### src/hw/rtl/rcplc_pkg.sv
// ----------------------------------------------------------------------------
// RC pulse light controller - package
// Widths, register map, light modes and shared helper functions.
// ----------------------------------------------------------------------------
package rcplc_pkg;

    // Pulse width counter
    localparam int WIDTH_BITS   = 16;
    localparam int LAST_WIDTH_W = 16;
    localparam int CMP_W        = (WIDTH_BITS > LAST_WIDTH_W) ? WIDTH_BITS : LAST_WIDTH_W;

    // Configuration widths
    localparam int PRESCALE_W     = 11;
    localparam int PRESCALE_CNT_W = 10;
    localparam int THRESH_W       = 16;
    localparam int PERIOD_W       = 16;
    localparam int PHASE_W        = 2;
    localparam int MODE_W         = 3;

    // APB register map
    localparam int DATA_W    = 32;
    localparam int ADDR_W    = 5;
    localparam int REG_IDX_W = 3;

    localparam logic [PRESCALE_W-1:0] PRESCALE_MIN = PRESCALE_W'(1);
    localparam logic [PRESCALE_W-1:0] PRESCALE_MAX = PRESCALE_W'(1024);

    localparam logic [PRESCALE_W-1:0] RST_TICK_PRESCALE = PRESCALE_W'(16);
    localparam logic [THRESH_W-1:0]   RST_ON_THRESHOLD  = THRESH_W'(1200);
    localparam logic [THRESH_W-1:0]   RST_OFF_THRESHOLD = THRESH_W'(1800);
    localparam logic [PERIOD_W-1:0]   RST_LONG_PERIOD   = PERIOD_W'(62490);
    localparam logic [PERIOD_W-1:0]   RST_SHORT_PERIOD  = PERIOD_W'(6249);

    localparam logic [PHASE_W-1:0] PHASE_LONG = '0;

    typedef enum logic [REG_IDX_W-1:0] {
        REG_TICK_PRESCALE = 3'd0,
        REG_ON_THRESHOLD  = 3'd1,
        REG_OFF_THRESHOLD = 3'd2,
        REG_LONG_PERIOD   = 3'd3,
        REG_SHORT_PERIOD  = 3'd4
    } reg_idx_t;

    // Light mode bits and codes
    localparam int MODE_NAV_BIT     = 0;
    localparam int MODE_STROBE_BIT  = 1;
    localparam int MODE_LANDING_BIT = 2;

    localparam logic [MODE_W-1:0] MODE_ALL_OFF    = 3'd0;
    localparam logic [MODE_W-1:0] MODE_NAV_STROBE = 3'd3;
    localparam logic [MODE_W-1:0] MODE_ALL_ON     = 3'd7;

    typedef struct packed {
        logic [PRESCALE_W-1:0] tick_prescale;
        logic [THRESH_W-1:0]   on_threshold;
        logic [THRESH_W-1:0]   off_threshold;
        logic [PERIOD_W-1:0]   long_period;
        logic [PERIOD_W-1:0]   short_period;
    } cfg_t;

    typedef struct packed {
        logic [MODE_W-1:0]     mode;
        logic [WIDTH_BITS-1:0] width;
    } light_t;

    function automatic logic [MODE_W-1:0] classify(
        input logic [WIDTH_BITS-1:0] w,
        input logic [THRESH_W-1:0]   on_thr,
        input logic [THRESH_W-1:0]   off_thr
    );
        logic [CMP_W-1:0] wx;
        logic [CMP_W-1:0] onx;
        logic [CMP_W-1:0] offx;
        wx   = CMP_W'(w);
        onx  = CMP_W'(on_thr);
        offx = CMP_W'(off_thr);
        if (wx < onx) begin
            return MODE_ALL_ON;
        end else if (wx > offx) begin
            return MODE_ALL_OFF;
        end
        return MODE_NAV_STROBE;
    endfunction

    // Clamp a counter width onto the 16-bit result field
    function automatic logic [LAST_WIDTH_W-1:0] sat_width(input logic [WIDTH_BITS-1:0] w);
        logic [WIDTH_BITS+LAST_WIDTH_W-1:0] wx;
        wx = (WIDTH_BITS+LAST_WIDTH_W)'(w);
        if (|wx[WIDTH_BITS+LAST_WIDTH_W-1:LAST_WIDTH_W]) begin
            return '1;
        end
        return wx[LAST_WIDTH_W-1:0];
    endfunction

endpackage

### src/hw/rtl/rcplc_cfg_regs.sv
// ----------------------------------------------------------------------------
// RC pulse light controller - configuration registers
// APB write and read access to the five control registers.
// ----------------------------------------------------------------------------
module rcplc_cfg_regs (
    input  logic                          aclk,
    input  logic                          aresetn,
    input  logic                          psel,
    input  logic                          penable,
    input  logic                          pwrite,
    input  logic [rcplc_pkg::ADDR_W-1:0]  paddr,
    input  logic [rcplc_pkg::DATA_W-1:0]  pwdata,
    output logic [rcplc_pkg::DATA_W-1:0]  prdata,
    output logic                          pready,
    output rcplc_pkg::cfg_t               cfg
);

    rcplc_pkg::cfg_t                      cfg_reg;
    rcplc_pkg::cfg_t                      cfg_next;
    logic [rcplc_pkg::REG_IDX_W-1:0]      idx;
    logic                                 wr_en;

    assign idx    = paddr[rcplc_pkg::ADDR_W-1:2];
    assign pready = 1'b1;
    assign wr_en  = psel & penable & pwrite & pready;
    assign cfg    = cfg_reg;

    always_comb begin
        cfg_next = cfg_reg;
        if (wr_en) begin
            case (idx)
                rcplc_pkg::REG_TICK_PRESCALE:
                    cfg_next.tick_prescale = pwdata[rcplc_pkg::PRESCALE_W-1:0];
                rcplc_pkg::REG_ON_THRESHOLD:
                    cfg_next.on_threshold = pwdata[rcplc_pkg::THRESH_W-1:0];
                rcplc_pkg::REG_OFF_THRESHOLD:
                    cfg_next.off_threshold = pwdata[rcplc_pkg::THRESH_W-1:0];
                rcplc_pkg::REG_LONG_PERIOD:
                    cfg_next.long_period = pwdata[rcplc_pkg::PERIOD_W-1:0];
                rcplc_pkg::REG_SHORT_PERIOD:
                    cfg_next.short_period = pwdata[rcplc_pkg::PERIOD_W-1:0];
                default: ;
            endcase
        end
    end

    always_comb begin
        case (idx)
            rcplc_pkg::REG_TICK_PRESCALE:
                prdata = rcplc_pkg::DATA_W'(cfg_reg.tick_prescale);
            rcplc_pkg::REG_ON_THRESHOLD:
                prdata = rcplc_pkg::DATA_W'(cfg_reg.on_threshold);
            rcplc_pkg::REG_OFF_THRESHOLD:
                prdata = rcplc_pkg::DATA_W'(cfg_reg.off_threshold);
            rcplc_pkg::REG_LONG_PERIOD:
                prdata = rcplc_pkg::DATA_W'(cfg_reg.long_period);
            rcplc_pkg::REG_SHORT_PERIOD:
                prdata = rcplc_pkg::DATA_W'(cfg_reg.short_period);
            default:
                prdata = '0;
        endcase
    end

    always_ff @(posedge aclk) begin
        if (!aresetn) begin
            cfg_reg.tick_prescale <= rcplc_pkg::RST_TICK_PRESCALE;
            cfg_reg.on_threshold  <= rcplc_pkg::RST_ON_THRESHOLD;
            cfg_reg.off_threshold <= rcplc_pkg::RST_OFF_THRESHOLD;
            cfg_reg.long_period   <= rcplc_pkg::RST_LONG_PERIOD;
            cfg_reg.short_period  <= rcplc_pkg::RST_SHORT_PERIOD;
        end else begin
            cfg_reg <= cfg_next;
        end
    end

endmodule

### src/hw/rtl/rcplc_pulse_decode.sv
// ----------------------------------------------------------------------------
// RC pulse light controller - pulse decoder
// Measures the high time of each receiver pulse and picks the light mode.
// ----------------------------------------------------------------------------
module rcplc_pulse_decode (
    input  logic                aclk,
    input  logic                aresetn,
    input  logic                en,
    input  logic                level,
    input  rcplc_pkg::cfg_t     cfg,
    output rcplc_pkg::light_t   light_next
);

    logic                                  prev_level_reg;
    logic                                  prev_level_next;
    logic                                  rise_seen_reg;
    logic                                  rise_seen_next;
    logic [rcplc_pkg::WIDTH_BITS-1:0]      high_count_reg;
    logic [rcplc_pkg::WIDTH_BITS-1:0]      high_count_next;
    rcplc_pkg::light_t                     light_reg;

    always_comb begin
        rise_seen_next  = rise_seen_reg;
        high_count_next = high_count_reg;
        light_next      = light_reg;
        prev_level_next = level;
        if (level && !prev_level_reg) begin
            rise_seen_next  = 1'b1;
            high_count_next = rcplc_pkg::WIDTH_BITS'(1);
        end else if (level && prev_level_reg) begin
            // saturate at full scale
            if (high_count_reg != '1) begin
                high_count_next = high_count_reg + 1'b1;
            end
        end else if (!level && prev_level_reg && rise_seen_reg) begin
            light_next.width = high_count_reg;
            light_next.mode  = rcplc_pkg::classify(high_count_reg, cfg.on_threshold,
                                                   cfg.off_threshold);
            rise_seen_next   = 1'b0;
        end
    end

    always_ff @(posedge aclk) begin
        if (!aresetn) begin
            prev_level_reg   <= 1'b0;
            rise_seen_reg    <= 1'b0;
            high_count_reg   <= '0;
            light_reg.width  <= '0;
            light_reg.mode   <= rcplc_pkg::MODE_ALL_OFF;
        end else if (en) begin
            prev_level_reg   <= prev_level_next;
            rise_seen_reg    <= rise_seen_next;
            high_count_reg   <= high_count_next;
            light_reg        <= light_next;
        end
    end

endmodule

### src/hw/rtl/rcplc_strobe_timer.sv
// ----------------------------------------------------------------------------
// RC pulse light controller - strobe timer
// Prescaled timer running one long and three short phases, toggling the strobe.
// ----------------------------------------------------------------------------
module rcplc_strobe_timer (
    input  logic                aclk,
    input  logic                aresetn,
    input  logic                en,
    input  logic                strobe_enable,
    input  rcplc_pkg::cfg_t     cfg,
    output logic                strobe_next
);

    logic [rcplc_pkg::PRESCALE_CNT_W-1:0]  prescale_count_reg;
    logic [rcplc_pkg::PRESCALE_CNT_W-1:0]  prescale_count_next;
    logic [rcplc_pkg::PERIOD_W-1:0]        period_count_reg;
    logic [rcplc_pkg::PERIOD_W-1:0]        period_count_next;
    logic [rcplc_pkg::PHASE_W-1:0]         phase_index_reg;
    logic [rcplc_pkg::PHASE_W-1:0]         phase_index_next;
    logic                                  strobe_level_reg;
    logic [rcplc_pkg::PRESCALE_W-1:0]      pre;
    logic [rcplc_pkg::PRESCALE_W-1:0]      pre_inc;
    logic [rcplc_pkg::PERIOD_W-1:0]        cmp;

    always_comb begin
        // clamp the prescale into its legal range
        if (cfg.tick_prescale == '0) begin
            pre = rcplc_pkg::PRESCALE_MIN;
        end else if (cfg.tick_prescale > rcplc_pkg::PRESCALE_MAX) begin
            pre = rcplc_pkg::PRESCALE_MAX;
        end else begin
            pre = cfg.tick_prescale;
        end
        pre_inc = rcplc_pkg::PRESCALE_W'(prescale_count_reg) + 1'b1;
        cmp     = (phase_index_reg == rcplc_pkg::PHASE_LONG) ? cfg.long_period
                                                             : cfg.short_period;

        prescale_count_next = pre_inc[rcplc_pkg::PRESCALE_CNT_W-1:0];
        period_count_next   = period_count_reg;
        phase_index_next    = phase_index_reg;
        strobe_next         = strobe_level_reg;
        if (pre_inc >= pre) begin
            prescale_count_next = '0;
            if (period_count_reg >= cmp) begin
                period_count_next = '0;
                strobe_next       = strobe_enable ? ~strobe_level_reg : 1'b0;
                phase_index_next  = phase_index_reg + 1'b1;
            end else begin
                period_count_next = period_count_reg + 1'b1;
            end
        end
    end

    always_ff @(posedge aclk) begin
        if (!aresetn) begin
            prescale_count_reg <= '0;
            period_count_reg   <= '0;
            phase_index_reg    <= rcplc_pkg::PHASE_LONG;
            strobe_level_reg   <= 1'b0;
        end else if (en) begin
            prescale_count_reg <= prescale_count_next;
            period_count_reg   <= period_count_next;
            phase_index_reg    <= phase_index_next;
            strobe_level_reg   <= strobe_next;
        end
    end

endmodule

### src/hw/rtl/rc_pulse_light_controller_top.sv
// ----------------------------------------------------------------------------
// RC pulse light controller - top level
// Decodes RC servo pulses into navigation, landing and strobe light drives.
// ----------------------------------------------------------------------------
// Usage:
//   s_ channel: one item per microsecond tick, s_tdata[0] is the sampled
//   receiver level. m_ channel: one result item per input item, carrying
//   the three light drives and the most recent measured pulse width.
//   APB port: five registers at byte addresses 0, 4, 8, 12 and 16 (prescale,
//   on threshold, off threshold, long period, short period); write only
//   while no item is in flight.
//   An accepted item sits in the input register, then decode and timer
//   update load the result register once the output side can advance.
//   Throughput: one item per cycle; while a result waits to be taken the
//   input register takes one more item and then holds it.
//   When the receiver stalls, the result register holds, the input register
//   fills and s_tready drops until the result is taken.
//   Reset (aresetn low, synchronous) empties the pipeline, clears all
//   decoder and timer state to lights off and loads the register defaults.
// ----------------------------------------------------------------------------
module rc_pulse_light_controller_top (
    input  logic                          aclk,
    input  logic                          aresetn,
    // s_tdata: [0] rx_level, [7:1] zero
    input  logic                          s_tvalid,
    output logic                          s_tready,
    input  logic [7:0]                    s_tdata,
    // m_tdata: [0] nav_light, [1] landing_light, [2] strobe_light,
    //          [18:3] last_width, [23:19] zero
    output logic                          m_tvalid,
    input  logic                          m_tready,
    output logic [23:0]                   m_tdata,
    input  logic                          psel,
    input  logic                          penable,
    input  logic                          pwrite,
    input  logic [rcplc_pkg::ADDR_W-1:0]  paddr,
    input  logic [rcplc_pkg::DATA_W-1:0]  pwdata,
    output logic [rcplc_pkg::DATA_W-1:0]  prdata,
    output logic                          pready
);

    rcplc_pkg::cfg_t                          cfg;
    rcplc_pkg::light_t                        light_next;
    logic                                     strobe_next;

    logic                                     in_valid_reg;
    logic                                     in_level_reg;
    logic                                     m_valid_reg;
    logic                                     nav_reg;
    logic                                     landing_reg;
    logic                                     strobe_reg;
    logic [rcplc_pkg::LAST_WIDTH_W-1:0]       last_width_reg;
    logic                                     advance;
    logic                                     proc_en;

    assign advance  = ~m_valid_reg | m_tready;
    assign proc_en  = in_valid_reg & advance;
    assign s_tready = ~in_valid_reg | advance;

    rcplc_cfg_regs u_cfg (
        .aclk    (aclk),
        .aresetn (aresetn),
        .psel    (psel),
        .penable (penable),
        .pwrite  (pwrite),
        .paddr   (paddr),
        .pwdata  (pwdata),
        .prdata  (prdata),
        .pready  (pready),
        .cfg     (cfg)
    );

    rcplc_pulse_decode u_decode (
        .aclk       (aclk),
        .aresetn    (aresetn),
        .en         (proc_en),
        .level      (in_level_reg),
        .cfg        (cfg),
        .light_next (light_next)
    );

    rcplc_strobe_timer u_timer (
        .aclk          (aclk),
        .aresetn       (aresetn),
        .en            (proc_en),
        .strobe_enable (light_next.mode[rcplc_pkg::MODE_STROBE_BIT]),
        .cfg           (cfg),
        .strobe_next   (strobe_next)
    );

    always_ff @(posedge aclk) begin
        if (!aresetn) begin
            in_valid_reg <= 1'b0;
            m_valid_reg  <= 1'b0;
        end else begin
            if (s_tready) begin
                in_valid_reg <= s_tvalid;
            end
            if (advance) begin
                m_valid_reg <= in_valid_reg;
            end
        end
    end

    always_ff @(posedge aclk) begin
        if (s_tready) begin
            in_level_reg <= s_tdata[0];
        end
        if (proc_en) begin
            nav_reg        <= light_next.mode[rcplc_pkg::MODE_NAV_BIT];
            landing_reg    <= light_next.mode[rcplc_pkg::MODE_LANDING_BIT];
            strobe_reg     <= strobe_next;
            last_width_reg <= rcplc_pkg::sat_width(light_next.width);
        end
    end

    assign m_tvalid = m_valid_reg;
    assign m_tdata  = {5'b0, last_width_reg, strobe_reg, landing_reg, nav_reg};

endmodule

### config.mk
export PLATFORM = sky130hd
export DESIGN_NAME = rc_pulse_light_controller_top
export DESIGN_NICKNAME = d
export VERILOG_FILES = /design/src/hw/rtl/rcplc_pkg.sv /design/src/hw/rtl/rcplc_cfg_regs.sv /design/src/hw/rtl/rcplc_pulse_decode.sv /design/src/hw/rtl/rcplc_strobe_timer.sv /design/src/hw/rtl/rc_pulse_light_controller_top.sv
export SDC_FILE = /design/constraint.sdc
export NUM_CORES = 1
export LEC_CHECK = 0
export ABC_AREA = 1
export BUFFER_PORTS_ARGS = -buffer_cell sky130_fd_sc_hd__clkbuf_2
export CORE_MARGIN = 5
export CORE_UTILIZATION = 53
export CTS_CLUSTER_DIAMETER = 80
export DETAILED_ROUTE_END_ITERATION = 8
export GPL_TIMING_DRIVEN = 0
export HOLD_SLACK_MARGIN = 0.15
export PLACE_DENSITY = 0.79
export SLEW_MARGIN = 20
export SYNTH_ARGS = -nofsm -noshare
export SYNTH_HDL_FRONTEND = slang
export SYNTH_SLANG_ARGS = --single-unit
### constraint.sdc
create_clock -name aclk -period 2.6 [get_ports aclk]
set_input_delay 0 -clock aclk [delete_from_list [all_inputs] [get_ports aclk]]
set_output_delay 0 -clock aclk [all_outputs]
set_load 0.05 [all_outputs]
# After elaboration in Yosys (flattened, before gate mapping)
# Cells that the tools add are included.
[op_classes] add_sub_neg=4 order_cmp=5 eq_ne=6 muxes=26 n_bitwise=8 n_reduce_logical=21
[op_table] op="two-way mux 16 bit" count=5
[op_table] op="case mux 16 bit (5 select lines)" count=1
[op_table] op="two-way mux 19 bit" count=3
[op_table] op="adder 16 x 1 -> 16 bit, second input constant" count=2
[op_table] op="two-way mux 11 bit" count=2
[op_table] op="greater-or-equal comparator 16 bit" count=1
[op_table] op="greater-than comparator 16 bit" count=1
[op_table] op="< comparator 16 bit" count=1
[op_table] op="!= test 16 bit, second input constant" count=1
[op_table] op="AND reduction 2 bit" count=6
[op_table] op="adder 10 x 1 -> 11 bit, second input constant" count=1
[op_table] op="greater-or-equal comparator 11 bit" count=1
[op_table] op="greater-than comparator 11 bit, second input constant" count=1
[op_table] op="zero test 11 bit" count=1
[op_table] op="two-way mux 1 bit" count=11
[op_table] op="two-way mux 10 bit" count=1
[op_table] op="two-way mux 3 bit" count=3
[op_table] op="AND reduction 3 bit" count=3
[op_table] op="== test 3 x 2 -> 1 bit, second input constant" count=2
[op_table] op="nonzero test 2 bit" count=3
[op_table] op="logical AND 1 bit" count=4
[op_table] op="AND 1 bit" count=3
[op_table] op="== test 3 x 1 -> 1 bit, second input constant" count=1
[op_table] op="== test 3 bit, second input constant" count=1
[op_table] op="7 further kinds" count=11
[totals] ff_bits=163 input_bits=52 out_inout_bits=59 wordCells=91

# Depth between registers and ports, before layout
# Gate-level depths: netlist of run 1.
[logic_depth] ltp_word=13 depth_mapped=20

# Hierarchy
# A second synthesis of run 1 with hierarchy kept.
[hier_totals] hier_cells=1442 area_unflattened_um2=9823.2
[modules_own_cells] mod="rcplc_cfg_regs" instances=1 cells_per_inst=606 area_each_um2=3873.7 seq_area_each_um2=1501.4
[modules_own_cells] mod="rcplc_pulse_decode" instances=1 cells_per_inst=425 area_each_um2=2690.1 seq_area_each_um2=740.7
[modules_own_cells] mod="rcplc_strobe_timer" instances=1 cells_per_inst=371 area_each_um2=2507.4 seq_area_each_um2=580.6
[modules_own_cells] mod="rc_pulse_light_controller_top" instances=1 cells_per_inst=40 area_each_um2=752.0 seq_area_each_um2=640.6

# Worst setup path after synthesis of run 1
# Ideal clock, no wire load.
[synth_timing] path_type="reg-to-reg" from="register u_timer.prescale_count_reg[2] (netlist name)" to="register u_timer.period_count_reg[11] (netlist name)" setup_time_ps=66 arrival_time_ps=2486 t_required_ps=2534 setup_slack_ps=47 stages_incl_launch_ff=16 synth_period_minus_slack_ps=2553 path_cell_list="dfxtp_1 -> nand3_1 -> nor3_1 -> nand3_1 -> nand3b_1 -> xor2_1 -> ha_1 -> nand2_1 -> nor2_1 -> nand3_1 -> nand4_2 -> nand2_4 -> inv_6 -> nand2_2 -> or2_1 -> a21oi_2"
[synth_between] elab_chain_len=3
[synth_lines] item="start: declaration" line_no="rcplc_strobe_timer.sv:14" rtl="logic [rcplc_pkg::PRESCALE_CNT_W-1:0] prescale_count_reg;"
[synth_lines] item="start signal: assignment" line_no="rcplc_strobe_timer.sv:61" rtl="prescale_count_reg <= prescale_count_next;"
[synth_lines] item="adder 10 x 1 -> 11 bit" line_no="rcplc_strobe_timer.sv:34" rtl="pre_inc = rcplc_pkg::PRESCALE_W'(prescale_count_reg) + 1'b1;"
[synth_lines] item="greater-or-equal comparator 11 bit" line_no="rcplc_strobe_timer.sv:42" rtl="if (pre_inc >= pre) begin"
[synth_lines] item="AND reduction 2 bit (no line)"
[synth_lines] item="end signal: assignment" line_no="rcplc_strobe_timer.sv:62" rtl="period_count_reg <= period_count_next;"
[synth_lines] item="end: declaration" line_no="rcplc_strobe_timer.sv:16" rtl="logic [rcplc_pkg::PERIOD_W-1:0] period_count_reg;"
# Every way passes these cells.
# A chain may end at the register's enable or synchronous reset.

# Worst setup path in the final report of run 1
[layout_timing] from="register u_timer.prescale_count_reg[0] (netlist name)" to="register u_timer.prescale_count_reg[3] (netlist name)"
[layout_between] elab_chain_len=3
[layout_lines] item="adder 10 x 1 -> 11 bit *" line_no="rcplc_strobe_timer.sv:34"
[layout_lines] item="greater-or-equal comparator 11 bit" line_no="rcplc_strobe_timer.sv:42"
[layout_lines] item="two-way mux 10 bit *" line_no="rcplc_strobe_timer.sv:42"
# Mark *: on every way between the ends. The rest lies on a longest branch, timed or not.

==> results of run 1 <==
[cell families after synthesis]
logic type / count (synthesis)
and+or+nand+nor: 467
AOI/OAI and AO/OA: 284
buffers and inverters: 213
adders and majority gates: 62
xor gates and xnor gates: 12
other: 2
DFF: 163
[per-stage QoR]
step	hold WS, ns	power (W)
floorplan	0.0989	0.00313
global placement	0.178	0.00328
detailed placement	0.185	0.00329
CTS	0.165	0.00590
global route	0.197	0.00611
finish	0.163	0.00594
[routing by layer]
metal	share of wire	vias up	wire length [um]
li1	-	4227	-
met1	0.43	4003	10900
met2	0.45	412	11600
met4	0.034	0	882
met3	0.086	76	2190
met5	0	-	0
[cell type report]
| class | instances | area (um^2) |
|---|---|---|
| flip-flops and latches | 163 | 3480 |
| clock inverters | 7 | 91.3 |
| multi-input cells | 847 | 4810 |
| plain buffers | 64 | 364 |
| fillers | 1372 | 5680 |
| well taps | 220 | 275 |
| clock buffers | 25 | 528 |
| repair buffers | 100 | 674 |
| inverters | 149 | 569 |
[Yosys cell counts, types with 8 or more instances]
| cell type | count | area share |
|---|---|---|
| ha_1 | 62 | 0.088 |
| nand2_1 | 237 | 0.10 |
| edfxtp_1 | 20 | 0.068 |
| dfxtp_1 | 143 | 0.32 |
| inv_2 | 8 | 0.0034 |
| o211ai_1 | 16 | 0.014 |
| buf_2 | 8 | 0.0045 |
| xor2_1 | 11 | 0.011 |
| nor3_1 | 18 | 0.010 |
| nand3_1 | 36 | 0.020 |
| buf_4 | 26 | 0.022 |
| nor2_1 | 131 | 0.056 |
| a21oi_1 | 97 | 0.055 |
| inv_1 | 138 | 0.059 |
| nand4_1 | 9 | 0.0064 |
| o21ai_0 | 136 | 0.077 |
| clkbuf_1 | 28 | 0.012 |
[power by group]
part	switching, W	internal, W	total [W]
clock	0.00103	0.00160	0.00263
combinational	0.000478	0.000187	0.000666
sequential	0.0000342	0.00261	0.00264
total	0.00154	0.00440	0.00594
[worst reg2reg max path: cells and delay by family (launching register included)]
family	cells	cell delay, ns
and+or+nand+nor	8	1.21
xor gates and xnor gates	1	0.18
buffers and inverters	1	0.17
AOI/OAI and AO/OA	2	0.33
adders and majority gates	1	0.33
DFF	1	0.38
[final timing paths]
check	startpoint	to	slack, ns	depth (start not counted)
setup / recovery	u_timer.prescale_count_reg[0]	u_timer.prescale_count_reg[3]	-0.07	13
hold reg to reg	u_decode.rise_seen_reg	u_decode.rise_seen_reg	0.48	2
setup reg to reg	u_timer.prescale_count_reg[0]	u_timer.prescale_count_reg[3]	-0.07	13
hold / removal	penable	u_cfg.cfg[55]	0.16	4
[what timing repair did]
item / 4_1_cts / 5_1_grt
buffers inserted: 12 / 5
hold endpoints to repair: 79 / 0
hold buffers: 22 / 0
gates resized for setup: 40 / 58
endpoints found under the setup margin: 30 / 30
pin swaps: 9 / 19
==> results_dict.tcl, run 1 <==
set metrics [dict create \
    status "finished with violations" \
    violations "negative setup slack" \
    skew_ns 0.00871 \
    clockBufferDepth 2 \
    worstPathCellList "nand3_4, nor3_4, nand3_2, nand3b_1, xor2_2, ha_1, nand2_2, o21a_1, nand4_4, nor2_4, buf_12, nand2_4, a21oi_2" \
    synth_ff_type "dfxtp_1" \
    finalSetupTns_ns -0.822 \
    yosysSeqAreaShare 0.392 \
    pre_cts_slack_ns -0.392 \
    antenna_found_initial 0 \
    endpoint_kind "flip-flop" \
    start_util 0.537 \
    die_h_um 139 \
    drt-total-wl_mm 25.6 \
    cts.sinks 163 \
    io_buffers 62 \
    grt_use_met1 0.351 \
    cp_slowest_stage_delay_ns 0.38 \
    drv_slew 0 \
    numPlacedInstances 1505 \
    nets 1456 \
    p_leak_nw 4.88 \
    setup_viol 24 \
    place_area_um2 9500 \
    fin_crit_sh 1.03 \
    vias_per_cell 5.54 \
    synth_enable_flop_cells 20 \
    final_common_cell "nand2_1" \
    syn2layout_area_growth_pct 22.0 \
    min_path_type "in -> reg" \
    die_area_um2 19400 \
    drc 0 \
    grtUsageMet2 0.406 \
    crit_slowest_cell "dfxtp_4" \
    ys_warn_count 0 \
    postLayoutCellArea_um2 10800 \
    ir_worst_vdd_mv 0.467 \
    synthSimpleGateAreaFrac 0.228 \
    largest_register_ffs 75 \
    worstPathArrival_ns 3.02 \
    finalNonFillerCells 1575 \
    synth_cell_types 50 \
    ctsRootBufferMaster "clkbuf_16" \
    ys_ff_latch 163 \
    rsz0062_at_grt "true" \
    synthMuxAreaShare 0 \
    syn_avg_cell_area_um2 7.35 \
    fmax_ghz 0.374 \
    cp_num_buf_inv 1 \
    synth_xor_area_frac 0.0119 \
    max_slew_margin 0.479 \
    dieWidth_um 139 \
    antenna_cells 0 \
    path_clk_slew_ns 0.06 \
    finalHoldViolations 0 \
    worstMarginPinSlew_ns 0.781 \
    final_layout_size_suffix_gt1_frac 0.168 \
    ant_nets 0 \
    startpoint_type "flip-flop" \
    first_iter_violations 949 \
    worstPathRequired_ns 2.95 \
    synthAdderAreaFrac 0.0878 \
    wl_per_cell_um 16.3 \
    vias 8718 \
    synthesis.area_um2 8840 \
    critical_path.top_delay_family "simple AND/OR/NAND/NOR gates" \
    clk_latency_ns 0.43 \
    dp_hpwl_mm 18.6 \
    synthArstFlopShare 0 \
    dr.pass1.iters 6 \
    synth_top_family_by_area "simple AND/OR/NAND/NOR gates" \
    synth_compound_area_frac 0.177 \
    globalplace.congestion 0.966 \
    critPathMaxFanout 7 \
    grt_busiest_layer "met2" \
    fin_crit_ns 2.67 \
    numCtsBuffers 17 \
    finalWorstSetupSlack_ns -0.0740 \
    fp-row-count 47 \
    synthCells 1203 \
    track_usage 0.259 \
    io_pins 111 \
    met3_usage 0.0559 \
    powerDensity_nw_per_um2 551 \
    mostFrequentLayoutCells "nand2_1, dfxtp_1, inv_1" \
    grt_pass1_wl_mm 40.7 \
    grt_pass1_vias 8093 \
    maxCapViolCount 0 \
    core_um2 16500 \
    finish.utilization 0.655 \
    cts_tree "done" \
    overflow 0 \
    htreeDepth 4 \
    grt_max_degree 29 \
    worstSetupPathType "reg -> reg" \
]
(Power assumes the default switching activity.)
==> inputs of run 2 (changes only) <==
- CAP_MARGIN: default -> 20
- TNS_END_PERCENT: default -> 1
==> results_dict.tcl, run 2 (synthesized netlist as in run 1, its figures left out) <==
set metrics [dict create \
    reg2reg_slack_ns -0.06 \
    first_iter_violations 959 \
    fin_crit_ns 2.66 \
    max_slew_margin 0.508 \
    hold_path_depth 5 \
    p_leak_nw 4.80 \
    drc 0 \
    powerDensity_nw_per_um2 556 \
    clockBufferDepth 2 \
    htreeDepth 4 \
    mostFrequentLayoutCells "nand2_1, dfxtp_1, inv_1" \
    die_area_um2 19400 \
    fin_crit_sh 1.02 \
    ctsRootBufferMaster "clkbuf_16" \
    ant_nets 0 \
    critPathMaxFanout 6 \
    dieWidth_um 139 \
    reg2reg_to "u_timer.period_count_reg[9]" \
    vias_per_cell 5.47 \
    globalplace.congestion 0.966 \
    cp_num_buf_inv 2 \
    numCtsBuffers 17 \
    dr.pass1.iters 6 \
    nets 1455 \
    maxCapViolCount 0 \
    cts.sinks 163 \
    clk_latency_ns 0.43 \
    wl_per_cell_um 16.0 \
    r2r_start "u_timer.prescale_count_reg[0]" \
    finalNonFillerCells 1574 \
    min_from "penable" \
    finalHoldViolations 0 \
    worstMarginPinSlew_ns 0.738 \
    grt_pass1_vias 8093 \
    io_buffers 62 \
    track_usage 0.259 \
    hold_ws_ns 0.173 \
    grt_pass1_wl_mm 40.7 \
    startpoint_type "flip-flop" \
    n_fill_cell 1404 \
    syn2layout_area_growth_pct 20.8 \
    p_total_w 0.00593 \
    worstPathRequired_ns 2.92 \
    setup_viol 10 \
    min_path_type "in -> reg" \
    rsz0062_at_grt "true" \
    antenna_found_initial 0 \
    drt-total-wl_mm 25.2 \
    crit_slowest_cell "dfxtp_4" \
    worstSetupPathType "reg -> reg" \
    cts_tree "done" \
    path_clk_slew_ns 0.06 \
    hold_end "u_cfg.cfg[40]" \
    fmax_ghz 0.376 \
    die_h_um 139 \
    grt_max_degree 29 \
    endpoint_kind "flip-flop" \
    skew_ns 0.00937 \
    vias 8610 \
    ir_worst_vdd_mv 0.460 \
    final_layout_size_suffix_gt1_frac 0.155 \
    drv_slew 0 \
    cp_slowest_stage_delay_ns 0.38 \
    worstPathCellList "nand3_4, nor3_4, nand3_2, nand3b_1, xor2_2, ha_1, and3_1, nand4_1, nand4_4, nand2_4, buf_6, buf_4, o21ai_0, nor2_1" \
    finalWorstSetupSlack_ns -0.0566 \
    violations "negative setup slack" \
    fp-row-count 47 \
    largest_register_ffs 75 \
    antenna_cells 0 \
    final_common_cell "nand2_1" \
    status "finished with violations" \
    dp_hpwl_mm 18.6 \
    io_pins 111 \
    critical_path.top_delay_family "simple AND/OR/NAND/NOR gates" \
    numPlacedInstances 1505 \
    overflow 0 \
    core_um2 16500 \
    worstPathArrival_ns 2.98 \
    rr_worst_depth 14 \
    start_util 0.537 \
]
## run 2: cell count changes in the layout (fill, tap and decap cells not counted), moves of 2 or more
cell / change
nand2_2: -5
o21ai_1: -2
nand2_4: -6
a21oi_2: -3
o21ai_0: +2
a21oi_1: +3
nand2_1: +11
## run 2: worst max path at each step
stage	startpoint	slack, ns	cells past startpoint	end
after floorplan	u_timer.prescale_count_reg[2]	0.05	15	u_timer.period_count_reg[11]
after global placement	u_timer.phase_index_reg[0]	-0.37	14	u_timer.period_count_reg[15]
after detailed placement	u_timer.phase_index_reg[0]	-0.39	14	u_timer.period_count_reg[15]
after CTS	u_timer.prescale_count_reg[0]	-0.002	14	u_timer.period_count_reg[9]
after global routing	u_timer.prescale_count_reg[0]	-0.21	14	u_timer.period_count_reg[8]
final	u_timer.prescale_count_reg[0]	-0.06	14	u_timer.period_count_reg[9]
## run 2: cell type report
class                   count  area [um^2]  share of cell area
clock inverters             7         91.3             0.00855
well taps                 220          275              0.0258
clock buffers              25          528              0.0494
flip-flops and latches    163         3480               0.326
repair buffers             99          663              0.0621
multi-input cells         847         4710               0.441
inverters                 149          567              0.0531
plain buffers              64          364              0.0341
## run 2: worst min-delay path: cells and delay by family
| kind | cells | cell delay (ns) |
|---|---|---|
| AO/OA/AOI/OAI | 1 | 0.07 |
| buffers and inverters | 1 | 0.09 |
| AND/OR/NAND/NOR | 3 | 0.38 |
## run 2: power breakdown
group | switching [W] | internal, W | leakage, nW
Combinational | 0.000471 | 0.000184 | 3.14
Clock | 0.00103 | 0.00161 | 0.304
Sequential | 0.0000339 | 0.00261 | 1.35
Total | 0.00154 | 0.00440 | 4.80
## run 2: metrics by stage
stage / area, um^2 / utilization / TNS, ns / worst slack, ns
after global placement: 9500 / 0.577 / -7.24 / -0.369
after detailed placement: 9500 / 0.577 / -8.55 / -0.392
after global routing: 10700 / 0.649 / -3.75 / -0.205
after CTS: 10500 / 0.639 / -0.00224 / -0.00224
final: 10700 / 0.649 / -0.331 / -0.0566
after floorplan: 8910 / - / 0 / 0.0473
## run 2: what timing repair did
action                                 in CTS  in global routing
pin swaps                                   9                  9
hold buffers                               22                  0
resized for setup                          37                 34
setup endpoints to repair                  30                 30
buffers inserted                           12                  4
endpoints found under the hold margin      79                  0
## run 2: metal layers
metal,share of wire,up-vias,global-route usage
met5,0,-,0
met4,0.034,0,0.0984
met3,0.085,70,0.0559
met2,0.45,406,0.406
met1,0.43,3912,0.351
li1,-,4222,-
==> inputs of run 3 (changes only) <==
- SETUP_SLACK_MARGIN: default -> 0.1
- SLEW_MARGIN: 20 -> 10
==> results_dict.tcl, run 3 (synthesized netlist as in run 1, its figures left out) <==
set metrics [dict create \
    start_util 0.537 \
    maxCapViolCount 0 \
    syn2layout_area_growth_pct 20.7 \
    final_layout_size_suffix_gt1_frac 0.147 \
    numPlacedInstances 1505 \
    n_fill_cell 1391 \
    io_buffers 62 \
    worstPathRequired_ns 2.92 \
    drc 0 \
    grt_pass1_wl_mm 40.0 \
    nets 1456 \
    antenna_found_initial 1 \
    cts.sinks 163 \
    path_clk_slew_ns 0.06 \
    vias 8617 \
    status "finished with violations" \
    grt_pass1_vias 7993 \
    postLayoutCellArea_um2 10700 \
    worstSetupPathType "reg -> reg" \
    setup_viol 18 \
    first_iter_violations 934 \
    fin_crit_ns 2.69 \
    grt_max_degree 29 \
    dp_hpwl_mm 18.4 \
    largest_register_ffs 75 \
    finish.utilization 0.648 \
    skew_ns 0.00799 \
    place_area_um2 9510 \
    p_leak_nw 4.80 \
    clk_latency_ns 0.43 \
    worstPathArrival_ns 3.01 \
    finalNonFillerCells 1575 \
    pre_cts_slack_ns -0.462 \
    fmax_ghz 0.372 \
    cp_slowest_stage_delay_ns 0.38 \
    cts_tree "done" \
    track_usage 0.254 \
    die_h_um 139 \
    multi_input_area_um2 4710 \
    violations "negative setup slack" \
    finalHoldViolations 0 \
    globalplace.congestion 0.964 \
    dr.pass1.iters 6 \
    crit_slowest_cell "dfxtp_4" \
    mostFrequentLayoutCells "nand2_1, dfxtp_1, inv_1" \
    io_pins 111 \
    powerDensity_nw_per_um2 557 \
    drv_slew 0 \
    critPathMaxFanout 7 \
    ir_worst_vdd_mv 0.539 \
    core_um2 16500 \
    ant_nets 0 \
    max_slew_margin 0.495 \
    vias_per_cell 5.47 \
    endpoint_kind "flip-flop" \
    regArea_um2 3480 \
    drt-total-wl_mm 25.0 \
    ctsRootBufferMaster "clkbuf_16" \
    min_path_type "in -> reg" \
    cp_num_buf_inv 1 \
    wl_per_cell_um 15.9 \
    worstMarginPinSlew_ns 0.757 \
    antenna_cells 0 \
    finalWorstSetupSlack_ns -0.0912 \
    startpoint_type "flip-flop" \
    overflow 0 \
    fin_crit_sh 1.04 \
    worstPathCellList "nand3_4, nor3_4, nand3_2, nand3b_1, xor2_2, ha_1, nand2_2, nor2_4, nand3_2, nand4_4, nand3_4, nand2_8, clkinvlp_4, nand2_1, nor2_1" \
    numCtsBuffers 17 \
    dieWidth_um 139 \
    critical_path.top_delay_family "simple AND/OR/NAND/NOR gates" \
    final_common_cell "nand2_1" \
    rsz0062_at_grt "true" \
    die_area_um2 19400 \
    clockBufferDepth 2 \
    htreeDepth 4 \
    fp-row-count 47 \
]
-- run 3: changes by cell type in the layout (fill, tap and decap cells not counted), sizes merged --
cell,before,now
buf,52,50
clkinv,6,4
dlygate4sd3,22,24
clkinvlp,1,3
nand2,242,243
-- run 3: repair_timing --
action | CTS | global route
gates cloned | 2 | 0
hold buffers | 24 | 0
resized for setup | 33 | 23
hold endpoints to repair | 79 | 0
buffers inserted | 9 | 3
setup endpoints to repair | 30 | 30
pin swaps | 30 | 26
-- run 3: area by class of cell --
type                       count  share of cell area
buffer                        64              0.0341
multi-input combinational    848               0.441
clock inverter                 6             0.00833
timing repair buffer          98              0.0600
tap                          220              0.0258
sequential                   163               0.326
timing repair inverter         1            0.000704
inverter                     149              0.0538
clock buffer                  26              0.0498
-- run 3: metal layers --
| metal | vias to the layer above | share of wire | track usage |
|---|---|---|---|
| met3 | 59 | 0.089 | 0.0586 |
| met5 | - | 0 | 0 |
| met2 | 416 | 0.46 | 0.412 |
| met1 | 3917 | 0.43 | 0.336 |
| li1 | 4225 | - | - |
| met4 | 0 | 0.026 | 0.0870 |
-- run 3: final timing paths --
path                                   end  slack, ns                           from  cells after the start
max reg2reg    u_timer.period_count_reg[6]      -0.09  u_timer.prescale_count_reg[0]                     15
max            u_timer.period_count_reg[6]      -0.09  u_timer.prescale_count_reg[0]                     15
min reg2reg  u_timer.prescale_count_reg[9]       0.48  u_timer.prescale_count_reg[9]                      2
min                          u_cfg.cfg[53]       0.16                         pwrite                      4
-- run 3: stage by stage --
stage | setup TNS [ns] | hold WS [ns] | total power, W
after global routing | -5.88 | 0.169 | 0.00611
after detailed placement | -8.54 | 0.184 | 0.00329
after global placement | -6.63 | 0.178 | 0.00328
final | -1.09 | 0.158 | 0.00594
after CTS | -0.0454 | 0.151 | 0.00593
after floorplan | 0 | 0.0989 | 0.00313
-- run 3: tightest hold or removal path, stage by stage --
cell and delay [ns]:
clkbuf_2 0.09, nand3_2 0.19, nor2_4 0.11, o211ai_1 0.16
-- run 3: where the power goes --
part | total [W] | internal (W) | switching [W] | leakage [nW]
Sequential | 0.00264 | 0.00261 | 0.0000335 | 1.35
Combinational | 0.000654 | 0.000180 | 0.000474 | 3.15
Clock | 0.00264 | 0.00161 | 0.00103 | 0.297
Total | 0.00594 | 0.00440 | 0.00154 | 4.80
